`src/legged_recovery_stand_sequencer_core_defines.svh`:
```
// Assertion macros of the recovery sequencer core.
`ifndef LEGGED_RECOVERY_STAND_SEQUENCER_CORE_DEFINES_SVH
`define LEGGED_RECOVERY_STAND_SEQUENCER_CORE_DEFINES_SVH

// Same-cycle implication, checked out of reset.
`define LRSS_ASSERT_NOW(lbl, ante, cons, msg) \
	lbl: assert property (@(posedge clk) disable iff (!arst_n) (ante) |-> (cons)) \
		else $error(msg);

// Next-cycle implication, checked out of reset.
`define LRSS_ASSERT_NEXT(lbl, ante, cons, msg) \
	lbl: assert property (@(posedge clk) disable iff (!arst_n) (ante) |=> (cons)) \
		else $error(msg);

`endif

```
`src/lrss_pkg.sv`:
```
// Types, constants and pose tables of the recovery stand sequencer.
package lrss_pkg;

	localparam int NUM_LEGS   = 4;
	localparam int LEG_W      = 2;
	localparam int ANGLE_BITS = 16;
	localparam int JOINTS     = 3;
	localparam int ROW_W      = JOINTS * ANGLE_BITS;
	localparam int QUO_W      = 17;
	localparam int REM_W      = 13;
	localparam int CNT_W      = 16;
	localparam int RAMP_W     = 12;
	localparam int GAIN_W     = 10;

	localparam logic [LEG_W-1:0] LAST_LEG = LEG_W'(NUM_LEGS - 1);

	// operation codes
	localparam logic [1:0] OP_MEASURE = 2'd0;
	localparam logic [1:0] OP_ENTER   = 2'd1;
	localparam logic [1:0] OP_TICK    = 2'd2;

	// phase codes
	localparam logic [1:0] PH_STAND = 2'd0;
	localparam logic [1:0] PH_FOLD  = 2'd1;
	localparam logic [1:0] PH_ROLL  = 2'd2;

	// register indexes
	localparam logic [2:0] REG_STAND_RAMP  = 3'd0;
	localparam logic [2:0] REG_FOLD_RAMP   = 3'd1;
	localparam logic [2:0] REG_FOLD_SETTLE = 3'd2;
	localparam logic [2:0] REG_ROLL_RAMP   = 3'd3;
	localparam logic [2:0] REG_ROLL_SETTLE = 3'd4;
	localparam logic [2:0] REG_KP          = 3'd5;
	localparam logic [2:0] REG_KD          = 3'd6;

	// body height thresholds, Q3.12
	localparam logic signed [15:0] H_STAND_LO = 16'sd819;
	localparam logic signed [15:0] H_STAND_HI = 16'sd1843;
	localparam logic signed [15:0] H_TOO_LOW  = 16'sd409;

	typedef enum logic [2:0] {
		ST_IDLE,
		ST_COPY,
		ST_RD,
		ST_DIFF,
		ST_MUL,
		ST_DIV,
		ST_OUT
	} state_t;

	typedef logic signed [ANGLE_BITS-1:0] angle_t;

	// Fixed target pose of a phase; phase code 3 falls back to fold.
	function automatic angle_t target_of(input logic [1:0] ph, input logic [LEG_W-1:0] leg,
			input int j);
		angle_t v;
		v = '0;
		case (ph)
			PH_STAND: begin
				case (j)
					0: v = 16'sd0;
					1: v = -16'sd3277;
					default: v = 16'sd6554;
				endcase
			end
			PH_ROLL: begin
				case (j)
					0: v = leg[0] ? 16'sd5325 : 16'sd6144;
					1: v = leg[0] ? -16'sd12698 : -16'sd6554;
					default: v = 16'sd11346;
				endcase
			end
			default: begin
				case (j)
					0: v = 16'sd0;
					1: v = -16'sd5734;
					default: v = 16'sd11059;
				endcase
			end
		endcase
		return v;
	endfunction

	// One leg's pose packed as a memory row, joint 0 in the low bits.
	function automatic logic [ROW_W-1:0] pose_row(input logic [1:0] ph,
			input logic [LEG_W-1:0] leg);
		return {target_of(ph, leg, 2), target_of(ph, leg, 1), target_of(ph, leg, 0)};
	endfunction

endpackage

```
`src/lrss_ram.sv`:
```
// Generic simple dual-port RAM with registered read.
module lrss_ram #(
	parameter int WIDTH = 8,
	parameter int DEPTH = 4
) (
	input  logic                     clk,
	input  logic                     we,
	input  logic [$clog2(DEPTH)-1:0] waddr,
	input  logic [WIDTH-1:0]         wdata,
	input  logic [$clog2(DEPTH)-1:0] raddr,
	output logic [WIDTH-1:0]         rdata
);

	logic [WIDTH-1:0] mem [DEPTH];

	always_ff @(posedge clk) begin
		if (we) mem[waddr] <= wdata;
		rdata <= mem[raddr];
	end

endmodule

```
`src/legged_recovery_stand_sequencer_core.sv`:
```
// Top level of the quadruped recovery stand sequencer.
//
//  channel  direction  handshake          word
//  in       input      in_valid/in_stall  operation, leg, angles, height, flag
//  out      output     out_valid/out_stall one leg setpoint, phase, last flag
//  cfg      input      cfg_we             register index and data
//
// Measure stores one leg's row. Enter starts a sweep copying measured rows to start.
// Emitting tick: per leg a row read, diff, multiply, 17-step divider and output,
// for all four legs, then a pose row sweep when the phase change loads one.
// Reset clears control state; both angle memories read as zero until written.
// A stalled output holds the leg loop in its output step; input waits until idle.
`include "legged_recovery_stand_sequencer_core_defines.svh"

module legged_recovery_stand_sequencer_core (
	input  logic                clk,
	input  logic                arst_n,
	input  logic                in_valid,
	output logic                in_stall,
	input  logic [1:0]          operation,
	input  logic [1:0]          leg_index,
	input  logic signed [15:0]  abduction_angle,
	input  logic signed [15:0]  hip_angle,
	input  logic signed [15:0]  knee_angle,
	input  logic signed [15:0]  trunk_height,
	input  logic                upside_down,
	output logic                out_valid,
	input  logic                out_stall,
	output logic [1:0]          leg_number,
	output logic signed [15:0]  abduction_target,
	output logic signed [15:0]  hip_target,
	output logic signed [15:0]  knee_target,
	output logic [9:0]          kp_out,
	output logic [9:0]          kd_out,
	output logic [1:0]          current_phase,
	output logic                last_leg,
	input  logic                cfg_we,
	input  logic [2:0]          cfg_index,
	input  logic [11:0]         cfg_data
);

	localparam int LW = lrss_pkg::LEG_W;
	localparam int AW = lrss_pkg::ANGLE_BITS;
	localparam int RW = lrss_pkg::ROW_W;
	localparam int NJ = lrss_pkg::JOINTS;
	localparam int QW = lrss_pkg::QUO_W;
	localparam int MW = lrss_pkg::REM_W;
	localparam int CW = lrss_pkg::CNT_W;
	localparam int NW = lrss_pkg::RAMP_W;
	localparam int GW = lrss_pkg::GAIN_W;

	// configuration registers
	logic [NW-1:0] stand_ramp_q, fold_ramp_q, fold_settle_q, roll_ramp_q, roll_settle_q;
	logic [GW-1:0] kp_q, kd_q;

	always_ff @(posedge clk or negedge arst_n) begin
		if (!arst_n) begin
			stand_ramp_q  <= NW'(250);
			fold_ramp_q   <= NW'(400);
			fold_settle_q <= NW'(700);
			roll_ramp_q   <= NW'(150);
			roll_settle_q <= NW'(150);
			kp_q          <= GW'(80);
			kd_q          <= GW'(1);
		end else if (cfg_we) begin
			case (cfg_index)
				lrss_pkg::REG_STAND_RAMP:  stand_ramp_q  <= cfg_data;
				lrss_pkg::REG_FOLD_RAMP:   fold_ramp_q   <= cfg_data;
				lrss_pkg::REG_FOLD_SETTLE: fold_settle_q <= cfg_data;
				lrss_pkg::REG_ROLL_RAMP:   roll_ramp_q   <= cfg_data;
				lrss_pkg::REG_ROLL_SETTLE: roll_settle_q <= cfg_data;
				lrss_pkg::REG_KP:          kp_q          <= cfg_data[GW-1:0];
				lrss_pkg::REG_KD:          kd_q          <= cfg_data[GW-1:0];
				default: ;
			endcase
		end
	end

	// control state
	lrss_pkg::state_t state_q, state_d;
	logic [1:0]    phase_q;
	logic [CW-1:0] tick_q;
	logic [1:0]    ph_q;         // phase commanded by the current tick
	logic [NW-1:0] n_q;
	logic [CW-1:0] t_q;
	logic          early_q;
	logic          copy_pend_q;  // sweep owed after emission
	logic          copy_pose_q;  // sweep source: pose table or measured rows
	logic [1:0]    pose_ph_q;
	logic [LW:0]   cnt_q;
	logic [LW-1:0] leg_q;
	logic [4:0]    div_cnt_q;
	logic [lrss_pkg::NUM_LEGS-1:0] meas_vld_q;
	logic          start_vld_q;

	// per-joint datapath
	logic signed [AW-1:0] start_q [NJ];
	logic                 neg_q   [NJ];
	logic [QW-1:0]        mag_q   [NJ];
	logic [MW-1:0]        rem_q   [NJ];
	logic [QW-1:0]        quo_q   [NJ];

	// memories
	logic [RW-1:0] meas_rdata, start_rdata, start_wdata;
	logic          start_we;
	logic [LW-1:0] start_waddr, start_raddr, meas_raddr;
	logic          meas_we;

	wire accept_in = in_valid && !in_stall;
	wire out_free  = !out_valid || !out_stall;
	wire [1:0] ph_in = (phase_q == lrss_pkg::PH_STAND) ? lrss_pkg::PH_STAND :
	                   (phase_q == lrss_pkg::PH_ROLL)  ? lrss_pkg::PH_ROLL : lrss_pkg::PH_FOLD;
	wire [CW-1:0] tick_inc = (tick_q == {CW{1'b1}}) ? tick_q : tick_q + CW'(1);

	assign in_stall = (state_q != lrss_pkg::ST_IDLE);

	assign meas_we    = accept_in && (operation == lrss_pkg::OP_MEASURE);
	assign meas_raddr = cnt_q[LW-1:0];

	lrss_ram #(.WIDTH(RW), .DEPTH(lrss_pkg::NUM_LEGS)) u_meas_ram (
		.clk   (clk),
		.we    (meas_we),
		.waddr (leg_index[LW-1:0]),
		.wdata ({knee_angle, hip_angle, abduction_angle}),
		.raddr (meas_raddr),
		.rdata (meas_rdata)
	);

	// sweep writes start row cnt-1 from the row read in the previous cycle
	assign start_we    = (state_q == lrss_pkg::ST_COPY) && (cnt_q != '0);
	assign start_waddr = LW'(cnt_q - (LW+1)'(1));
	assign start_wdata = copy_pose_q ? lrss_pkg::pose_row(pose_ph_q, start_waddr) :
	                     (meas_vld_q[start_waddr] ? meas_rdata : '0);
	assign start_raddr = leg_q;

	lrss_ram #(.WIDTH(RW), .DEPTH(lrss_pkg::NUM_LEGS)) u_start_ram (
		.clk   (clk),
		.we    (start_we),
		.waddr (start_waddr),
		.wdata (start_wdata),
		.raddr (start_raddr),
		.rdata (start_rdata)
	);

	// next state
	always_comb begin
		state_d = state_q;
		case (state_q)
			lrss_pkg::ST_IDLE: begin
				if (accept_in && operation == lrss_pkg::OP_ENTER) state_d = lrss_pkg::ST_COPY;
				else if (accept_in && operation == lrss_pkg::OP_TICK) begin
					if (ph_in != lrss_pkg::PH_STAND ||
					    ({4'b0, tick_q} * 20'd10) <= ({8'b0, stand_ramp_q} * 20'd7))
						state_d = lrss_pkg::ST_RD;
					else if (upside_down || trunk_height <= lrss_pkg::H_TOO_LOW)
						state_d = lrss_pkg::ST_COPY;
				end
			end
			lrss_pkg::ST_COPY: if (cnt_q == (LW+1)'(lrss_pkg::NUM_LEGS)) state_d = lrss_pkg::ST_IDLE;
			lrss_pkg::ST_RD:   state_d = lrss_pkg::ST_DIFF;
			lrss_pkg::ST_DIFF: state_d = lrss_pkg::ST_MUL;
			lrss_pkg::ST_MUL:  state_d = lrss_pkg::ST_DIV;
			lrss_pkg::ST_DIV:  if (div_cnt_q == 5'(QW - 1)) state_d = lrss_pkg::ST_OUT;
			lrss_pkg::ST_OUT: begin
				if (out_free) begin
					if (leg_q != lrss_pkg::LAST_LEG) state_d = lrss_pkg::ST_RD;
					else if (copy_pend_q) state_d = lrss_pkg::ST_COPY;
					else state_d = lrss_pkg::ST_IDLE;
				end
			end
			default: state_d = lrss_pkg::ST_IDLE;
		endcase
	end

	always_ff @(posedge clk or negedge arst_n) begin
		if (!arst_n) state_q <= lrss_pkg::ST_IDLE;
		else state_q <= state_d;
	end

	// output valid: set by the output step, cleared when the word is taken
	always_ff @(posedge clk or negedge arst_n) begin
		if (!arst_n) out_valid <= 1'b0;
		else if (state_q == lrss_pkg::ST_OUT && out_free) out_valid <= 1'b1;
		else if (!out_stall) out_valid <= 1'b0;
	end

	// sequencing control
	always_ff @(posedge clk or negedge arst_n) begin
		if (!arst_n) begin
			phase_q     <= lrss_pkg::PH_FOLD;
			tick_q      <= '0;
			ph_q        <= lrss_pkg::PH_FOLD;
			n_q         <= '0;
			t_q         <= '0;
			copy_pend_q <= 1'b0;
			copy_pose_q <= 1'b0;
			pose_ph_q   <= lrss_pkg::PH_FOLD;
			cnt_q       <= '0;
			leg_q       <= '0;
			div_cnt_q   <= '0;
			meas_vld_q  <= '0;
			start_vld_q <= 1'b0;
		end else begin
			if (meas_we) meas_vld_q[leg_index[LW-1:0]] <= 1'b1;
			case (state_q)
				lrss_pkg::ST_IDLE: begin
					cnt_q <= '0;
					leg_q <= '0;
					if (accept_in && operation == lrss_pkg::OP_ENTER) begin
						tick_q      <= '0;
						copy_pose_q <= 1'b0;
						phase_q     <= (!upside_down && trunk_height > lrss_pkg::H_STAND_LO &&
						                trunk_height < lrss_pkg::H_STAND_HI) ?
						               lrss_pkg::PH_STAND : lrss_pkg::PH_FOLD;
					end else if (accept_in && operation == lrss_pkg::OP_TICK) begin
						ph_q        <= ph_in;
						t_q         <= tick_q;
						case (ph_in)
							lrss_pkg::PH_STAND: begin
								n_q <= stand_ramp_q;
								if (({4'b0, tick_q} * 20'd10) <= ({8'b0, stand_ramp_q} * 20'd7))
									tick_q <= tick_inc;
								else if (upside_down || trunk_height <= lrss_pkg::H_TOO_LOW) begin
									copy_pose_q <= 1'b0;
									phase_q     <= lrss_pkg::PH_FOLD;
									tick_q      <= '0;
								end else tick_q <= CW'(1);
							end
							lrss_pkg::PH_ROLL: begin
								n_q <= roll_ramp_q;
								if ({3'b0, tick_q} > ({4'b0, roll_ramp_q} + {4'b0, roll_settle_q} +
								    19'd0)) begin
									copy_pend_q <= 1'b1;
									copy_pose_q <= 1'b1;
									pose_ph_q   <= lrss_pkg::PH_ROLL;
									phase_q     <= lrss_pkg::PH_FOLD;
									tick_q      <= '0;
								end else tick_q <= tick_inc;
							end
							default: begin
								n_q <= fold_ramp_q;
								if ({3'b0, tick_q} >= ({4'b0, fold_ramp_q} + {4'b0, fold_settle_q} +
								    19'd0)) begin
									copy_pend_q <= 1'b1;
									copy_pose_q <= 1'b1;
									pose_ph_q   <= lrss_pkg::PH_FOLD;
									phase_q     <= upside_down ? lrss_pkg::PH_ROLL : lrss_pkg::PH_STAND;
									tick_q      <= '0;
								end else tick_q <= tick_inc;
							end
						endcase
					end
				end
				lrss_pkg::ST_COPY: begin
					cnt_q <= cnt_q + (LW+1)'(1);
					if (cnt_q == (LW+1)'(lrss_pkg::NUM_LEGS)) begin
						start_vld_q <= 1'b1;
						copy_pend_q <= 1'b0;
					end
				end
				lrss_pkg::ST_MUL: div_cnt_q <= '0;
				lrss_pkg::ST_DIV: div_cnt_q <= div_cnt_q + 5'd1;
				lrss_pkg::ST_OUT: begin
					if (out_free) leg_q <= leg_q + LW'(1);
				end
				default: ;
			endcase
		end
	end

	// early-out flag: ramp done or zero ramp gives the target
	always_ff @(posedge clk) begin
		if (state_q == lrss_pkg::ST_RD)
			early_q <= (n_q == '0) || (t_q >= {4'b0, n_q});
	end

	// per-joint difference, product and restoring divider
	logic signed [AW-1:0] st_c   [NJ];
	logic signed [AW:0]   diff_c [NJ];
	logic [QW:0]          mag2_c [NJ];
	logic [30:0]          num_c  [NJ];
	logic [MW:0]          trial_c[NJ];
	logic [MW:0]          den_c;
	logic signed [AW-1:0] res_c  [NJ];

	assign den_c = {1'b0, n_q, 1'b0};

	always_comb begin
		for (int j = 0; j < NJ; j++) begin
			st_c[j]    = start_vld_q ? $signed(start_rdata[j*AW +: AW]) : '0;
			diff_c[j]  = (AW+1)'(lrss_pkg::target_of(ph_q, leg_q, j)) - (AW+1)'(st_c[j]);
			mag2_c[j]  = {mag_q[j], 1'b0};
			num_c[j]   = 31'(mag2_c[j]) * 31'(t_q[NW-1:0]) + 31'(n_q);
			trial_c[j] = {rem_q[j], quo_q[j][QW-1]};
			res_c[j]   = early_q ? lrss_pkg::target_of(ph_q, leg_q, j) :
			             (neg_q[j] ? start_q[j] - AW'(quo_q[j]) : start_q[j] + AW'(quo_q[j]));
		end
	end

	always_ff @(posedge clk) begin
		for (int j = 0; j < NJ; j++) begin
			case (state_q)
				lrss_pkg::ST_DIFF: begin
					start_q[j] <= st_c[j];
					neg_q[j]   <= diff_c[j][AW];
					mag_q[j]   <= diff_c[j][AW] ? QW'(-diff_c[j]) : QW'(diff_c[j]);
				end
				lrss_pkg::ST_MUL: begin
					rem_q[j] <= num_c[j][29:17];
					quo_q[j] <= num_c[j][16:0];
				end
				lrss_pkg::ST_DIV: begin
					if (trial_c[j] >= den_c) begin
						rem_q[j] <= MW'(trial_c[j] - den_c);
						quo_q[j] <= {quo_q[j][QW-2:0], 1'b1};
					end else begin
						rem_q[j] <= trial_c[j][MW-1:0];
						quo_q[j] <= {quo_q[j][QW-2:0], 1'b0};
					end
				end
				default: ;
			endcase
		end
	end

	// output word register
	always_ff @(posedge clk) begin
		if (state_q == lrss_pkg::ST_OUT && out_free) begin
			leg_number       <= 2'(leg_q);
			abduction_target <= res_c[0];
			hip_target       <= res_c[1];
			knee_target      <= res_c[2];
			kp_out           <= kp_q;
			kd_out           <= kd_q;
			current_phase    <= ph_q;
			last_leg         <= (leg_q == lrss_pkg::LAST_LEG);
		end
	end

	`LRSS_ASSERT_NOW(a_last_leg_num, out_valid && last_leg, leg_number == 2'(lrss_pkg::LAST_LEG), "last flag on wrong leg")
	`LRSS_ASSERT_NOW(a_phase_code, 1'b1, phase_q != 2'd3, "phase register holds unused code")
	`LRSS_ASSERT_NOW(a_div_bound, state_q == lrss_pkg::ST_DIV, div_cnt_q < 5'(QW), "divider ran past its steps")
	`LRSS_ASSERT_NEXT(a_fold_emits, accept_in && operation == lrss_pkg::OP_TICK && ph_in == lrss_pkg::PH_FOLD, state_q == lrss_pkg::ST_RD, "fold tick did not start emission")

endmodule

```
`config.mk`:
```
export PLATFORM = sky130hd
export DESIGN_NAME = legged_recovery_stand_sequencer_core
export DESIGN_NICKNAME = d
export VERILOG_FILES = /design/src/lrss_pkg.sv /design/src/lrss_ram.sv /design/src/legged_recovery_stand_sequencer_core.sv
export VERILOG_INCLUDE_DIRS = /design/src /design/src/src
export SDC_FILE = /design/constraint.sdc
export NUM_CORES = 2
export LEC_CHECK = 0
export BUFFER_PORTS_ARGS = -buffer_cell sky130_fd_sc_hd__buf_2
export CAP_MARGIN = 20
export CORE_MARGIN = 3
export CORE_UTILIZATION = 60
export CTS_BUF_LIST = sky130_fd_sc_hd__clkbuf_2
export DETAILED_ROUTE_END_ITERATION = 10
export GPL_ROUTABILITY_DRIVEN = 0
export PLACE_DENSITY = 0.77
export SLEW_MARGIN = 40
export SYNTH_ARGS = -nofsm -noshare
export SYNTH_HDL_FRONTEND = slang
export SYNTH_HIERARCHICAL = 1
export SYNTH_SLANG_ARGS = --single-unit
export TNS_END_PERCENT = 50
```
`constraint.sdc`:
```
create_clock -name clk -period 19.52 [get_ports clk]
set_clock_uncertainty 0.2 [all_clocks]
set_input_delay 3.904 -clock clk [delete_from_list [all_inputs] [get_ports clk]]
set_output_delay 3.904 -clock clk [all_outputs]
set_load 0.01 [all_outputs]
```
Word-level counts from Yosys, hierarchy flattened
Memories as Yosys holds them, arrays and structs flattened. A register that Yosys moved wholly into a read port is not among the register bits. Cells that the tools add are included. W data, S select, Z words.

Muxes and demuxes: 117. Equal/unequal tests: 38. Bitwise operators: 15. Add/subtract/negate cells: 25. Reductions and logical operators: 49. $mul: 5. Order comparisons: 13.

Operator list (count): $mux W16 (15); $mux W17 (9); $pmux W14 S2 (4); $mux W13 (8); $mux W48 (2); $add A30 B12 Y30 (3); $mul A17 B12 Y29 (3); $neg A17 Y17 (3); $add A16 B16 Y16 (3); $sub A16 B16 Y16 (3); $ge A14 B13 Y1 (3); $mux W1 (42); $sub A13 B13 Y13 (3); $sub A15 B16 Y17 (2); $pmux W16 S2 (1); $mux W14 (2); $add A12 B12 Y13 (2); $mux W2 (13); $mux W12 (2); $pmux W12 S2 (1); $eq A3 B3 Y1 const B (7); $mux W3 (7); $pmux W3 S7 (1); $le A20 B15 Y1 (1); other kinds (49) (122).

Bits in writable memories: 576. Input bits: 89. Register bits after elaboration: 225. Memories kept: 7.

Memories: u_meas_ram.mem (depth 4, width 48, read ports 1, clocked after memory_dff 1, wr ports 1, line lrss_ram.sv:14) `logic [WIDTH-1:0] mem [DEPTH];`; u_start_ram.mem (depth 4, width 48, read ports 1, clocked after memory_dff 1, wr ports 1, line lrss_ram.sv:14); mag_q (depth 3, width 17, read ports 3, clocked after memory_dff 0, wr ports 3, line legged_recovery_stand_sequencer_core.sv:99) `logic [QW-1:0] mag_q [NJ];`; quo_q (depth 3, width 17, read ports 3, clocked after memory_dff 0, wr ports 3, line legged_recovery_stand_sequencer_core.sv:101) `logic [QW-1:0] quo_q [NJ];`; start_q (depth 3, width 16, read ports 3, clocked after memory_dff 0, wr ports 3, line legged_recovery_stand_sequencer_core.sv:97) `logic signed [AW-1:0] start_q [NJ];`; rem_q (depth 3, width 13, read ports 3, clocked after memory_dff 0, wr ports 3, line legged_recovery_stand_sequencer_core.sv:100) `logic [MW-1:0] rem_q [NJ];`; +1 memories.

Depth between registers and ports, before layout
Depth after elaboration: 9. Gate-level depth with buffers: 29. Depth with buffers taken out: 26.

Cells and area by module
Netlist, hierarchy kept.

Modules (own cells, without submodules): legged_recovery_stand_sequencer_core (cells each 5512, area an instance 49765.2 µm², times used 1); lrss_ram (cells each 302, area an instance 7910.1 µm², times used 2).

Worst setup path after synthesis
Ideal clock, no wire load.

Path type: input to register. From: input in_valid. To: memory u_meas_ram/mem[0][0] in the netlist's numbering (enable). Cell stages on the path: 3. Required time: 18796 ps. Arrival time: 8050 ps. Path slack: 10747 ps. Cells stage by stage: nand3b_1 > nor3_1 > nor3b_1.

Cells in the longest elaborated chain, start to end: 4.

RTL lines: from (decl) (line legged_recovery_stand_sequencer_core.sv:18) `input logic in_valid,`; $logic_and A1 B1 Y1 (line legged_recovery_stand_sequencer_core.sv:109) `wire accept_in = in_valid && !in_stall;`; $logic_and A1 B1 Y1 (line legged_recovery_stand_sequencer_core.sv:117) `assign meas_we = accept_in && (operation == lrss_pkg::OP_MEASURE);`; named net meas_we (line legged_recovery_stand_sequencer_core.sv:107) `logic meas_we;`; $mux W1 (line lrss_ram.sv:17) `if (we) mem[waddr] <= wdata;`; $mux W1 (not written as such) (line lrss_ram.sv:17); to (decl) (line lrss_ram.sv:14).

The timed path passes the listed nets, and every way through them passes these cells.

==> results.sh <==
export IMPL_status="finished, final reports clean"
export IMPL_setup_violations=0
export IMPL_switching_share=0.4455
export IMPL_drv_cap=0
export IMPL_fin_cells=7902
export IMPL_cts_tree="done"
export IMPL_path_clk_slew_ns=0.14
export IMPL_ys_ff_latch=897
export IMPL_synth_edf_count=650
export IMPL_place_area_um2=67710
export IMPL_grt_usage=0.2828
export IMPL_ant_nets=0
export IMPL_rrSetupSlack_ns=11.61
export IMPL_vias=46280
export IMPL_port_buffers=163
export IMPL_rsz0062_at_grt="no"
export IMPL_critPathLaunchType="flip-flop"
export IMPL_grt_pass1_wl_um=253400
export IMPL_crit_arrival_ns=9.04
export IMPL_synth_area_top_cells="edfxtp_1 (30%), fa_1 (14%), ha_1 (9.1%)"
export IMPL_switching_power_mw=4.069
export IMPL_layout_commonest_cell="nand2_1"
export IMPL_fillers=8409
export IMPL_grt_max_degree=87
export IMPL_initial_utilization=0.6084
export IMPL_worstHoldStart="kd_q[4]"
export IMPL_clk_latency_ns=1.50
export IMPL_max_freq_mhz=126.5
export IMPL_drc_errors=0
export IMPL_clockPowerShare=0.142
export IMPL_wl_um=155700
export IMPL_dp_cells=7496
export IMPL_required_ns=20.66
export IMPL_ys_flop_type="edfxtp_1"
export IMPL_powerDensity_nw_per_um2=130.7
export IMPL_whs_ns=0.2281
export IMPL_clk_path_buf_depth=3
export IMPL_cts_resized=0
export IMPL_crit_start="t_q[4]"
export IMPL_crit_path_end_kind="flip-flop"
export IMPL_fin_crit_ns=7.905
export IMPL_pre_cts_ws_ns=11.71
export IMPL_drt_iter0_markers=3763
export IMPL_cts_setup_buffers=0
export IMPL_dpl_hpwl_um=115400
export IMPL_antenna_found_initial=9
export IMPL_synth_top_area_share=0.2976
export IMPL_io_pins=164
export IMPL_mappedNetlistArea_um2=65590
export IMPL_p_leak_nw=31.06
export IMPL_design_area_um2=69870
export IMPL_timing_final_crit_share=0.4050
export IMPL_vias_per_cell=5.856
export IMPL_area_growth_pct=6.526
export IMPL_seqPwrFrac=0.349
export IMPL_peakVddDrop_mv=0.07674
export IMPL_wl_per_cell_um=19.71
export IMPL_cts_buffers=211
export IMPL_core_um2=107800
export IMPL_hold_buffers=0
export IMPL_multi_input_area_um2=36610
export IMPL_synth_warnings=6
export IMPL_fin_tns_setup_ns=0
export IMPL_die_height_um=336.6
export IMPL_hold_viol_final=0
export IMPL_max_slew_margin=0.3646
export IMPL_r2r_start="t_q[4]"
export IMPL_regArea_um2=25270
export IMPL_p_int_mw=5.064
export IMPL_layout_drive_gt1_share=0.1315
export IMPL_fp_row_count=120
export IMPL_syn_area_per_cell_um2=10.72
export IMPL_utilization=0.6481
export IMPL_yosysTopAreaCell="edfxtp_1"
export IMPL_hold_class="flip-flop to flip-flop"
export IMPL_die_area_um2=113300
export IMPL_setup_ws_ns=11.61
export IMPL_htree_levels=4
export IMPL_p_comb_frac=0.509
export IMPL_ys_seq_area_frac=0.3851
export IMPL_slew_viol_final=0
export IMPL_yosys_cell_types_count=90
export IMPL_clockRootBuffer="clkbuf_2"
export IMPL_grt_overflow=0
export IMPL_chipWidth_um=336.6
export IMPL_nNetsFinal=7347
export IMPL_finalPower_mw=9.133
export IMPL_final_cell_mix="nand2_1 (781), inv_1 (765), edfxtp_1 (650)"
export IMPL_worst_slew_pin_slew_ns=0.9411
export IMPL_path_class="flip-flop to flip-flop"
export IMPL_firstDrtPassIters=6
export IMPL_clock_sinks=897
export IMPL_cp_max_fo=28
export IMPL_synth_cells=6116
export IMPL_ys_async_sr_fraction=0.1683
export IMPL_grt_pass1_vias=47550
logic make-up after synthesis:
| family | Yosys count | share of synthesized area |
|---|---|---|
| buffers and inverters | 1003 | 0.05843 |
| xor gates and xnor gates | 327 | 0.04409 |
| adders and majority gates | 952 | 0.2359 |
| and+or+nand+nor | 1780 | 0.1289 |
| other | 1 | 0.00005718 |
| muxes | 242 | 0.05706 |
| DFF | 897 | 0.3851 |
| AOI/OAI and AO/OA | 914 | 0.09047 |
state kept, by name, indices dropped and copies added (netlist names), 12 cells and up:
signal / count
stand_ramp_q: 12
start_q: 48
roll_settle_q: 12
u_meas_ram/rdata: 48
fold_settle_q: 12
rem_q: 39
n_q: 12
knee_target: 16
tick_q: 16
t_q: 16
abduction_target: 16
fold_ramp_q: 12
u_meas_ram/mem: 192
quo_q: 51
roll_ramp_q: 12
u_start_ram/mem: 192
mag_q: 51
hip_target: 16
u_start_ram/rdata: 48
power by group through the flow:
stage,Combinational [mW],Clock [mW],Sequential (mW)
floorplan,3.52,0,2.92
global placement,4.45,0,3.20
detailed placement,4.57,0,3.21
CTS,4.61,1.34,3.17
global route,5.16,1.44,3.22
finish,4.65,1.30,3.18
critical path, stage by stage, from the launching register on:
cell,delay [ns]
dfrtp_2,0.75
buf_4,0.45
nand2_1,0.14
fa_1,0.51
fa_1,0.53
inv_1,0.05
ha_1,0.31
fa_1,0.53
inv_1,0.06
fa_1,0.53
inv_1,0.05
ha_1,0.33
o211ai_1,0.10
o21ai_1,0.54
xor2_1,0.15
ha_1,0.40
a21oi_1,0.09
nor2b_1,0.11
a311oi_1,0.10
nor4_1,0.73
nand3_1,0.30
nor4_4,0.23
xnor3_1,0.35
mux2i_1,0.13
metal layers:
layer  up-vias  track usage  share of wire
li1      21450            -              -
met4         2       0.1029          0.033
met1     22650       0.3960           0.43
met5         -            0       0.000083
met3       320      0.05391          0.084
met2      1853       0.4438           0.46
Yosys cell counts, drive strengths merged (112+ instances only):
cell type,instances
and2,240
inv,767
nand2,783
dfrtp,122
nor2,277
ha,478
a21oi,221
xnor2,214
o21ai,225
fa,474
edfxtp,650
a21o,112
clkbuf,210
final timing paths:
kind,cells after the start,endpoint
worst max-delay path,23,rem_q[0][12]
worst min register to register,0,kd_out[4]
min in group asynchronous,1,tick_q[10]
max in group asynchronous,2,stand_ramp_q[4]
worst min-delay path,0,kd_out[4]
worst max register to register,23,rem_q[0][12]
final cells by class:
type	count	share of cell area
clock buffers	320	0.02292
multi-input cells	4218	0.5240
repair buffers	210	0.01714
clock inverters	80	0.007540
well taps	1403	0.02513
diodes	6	0.0002149
inverters	768	0.04133
flip-flops and latches	897	0.3617
(Power assumes the default switching activity.)
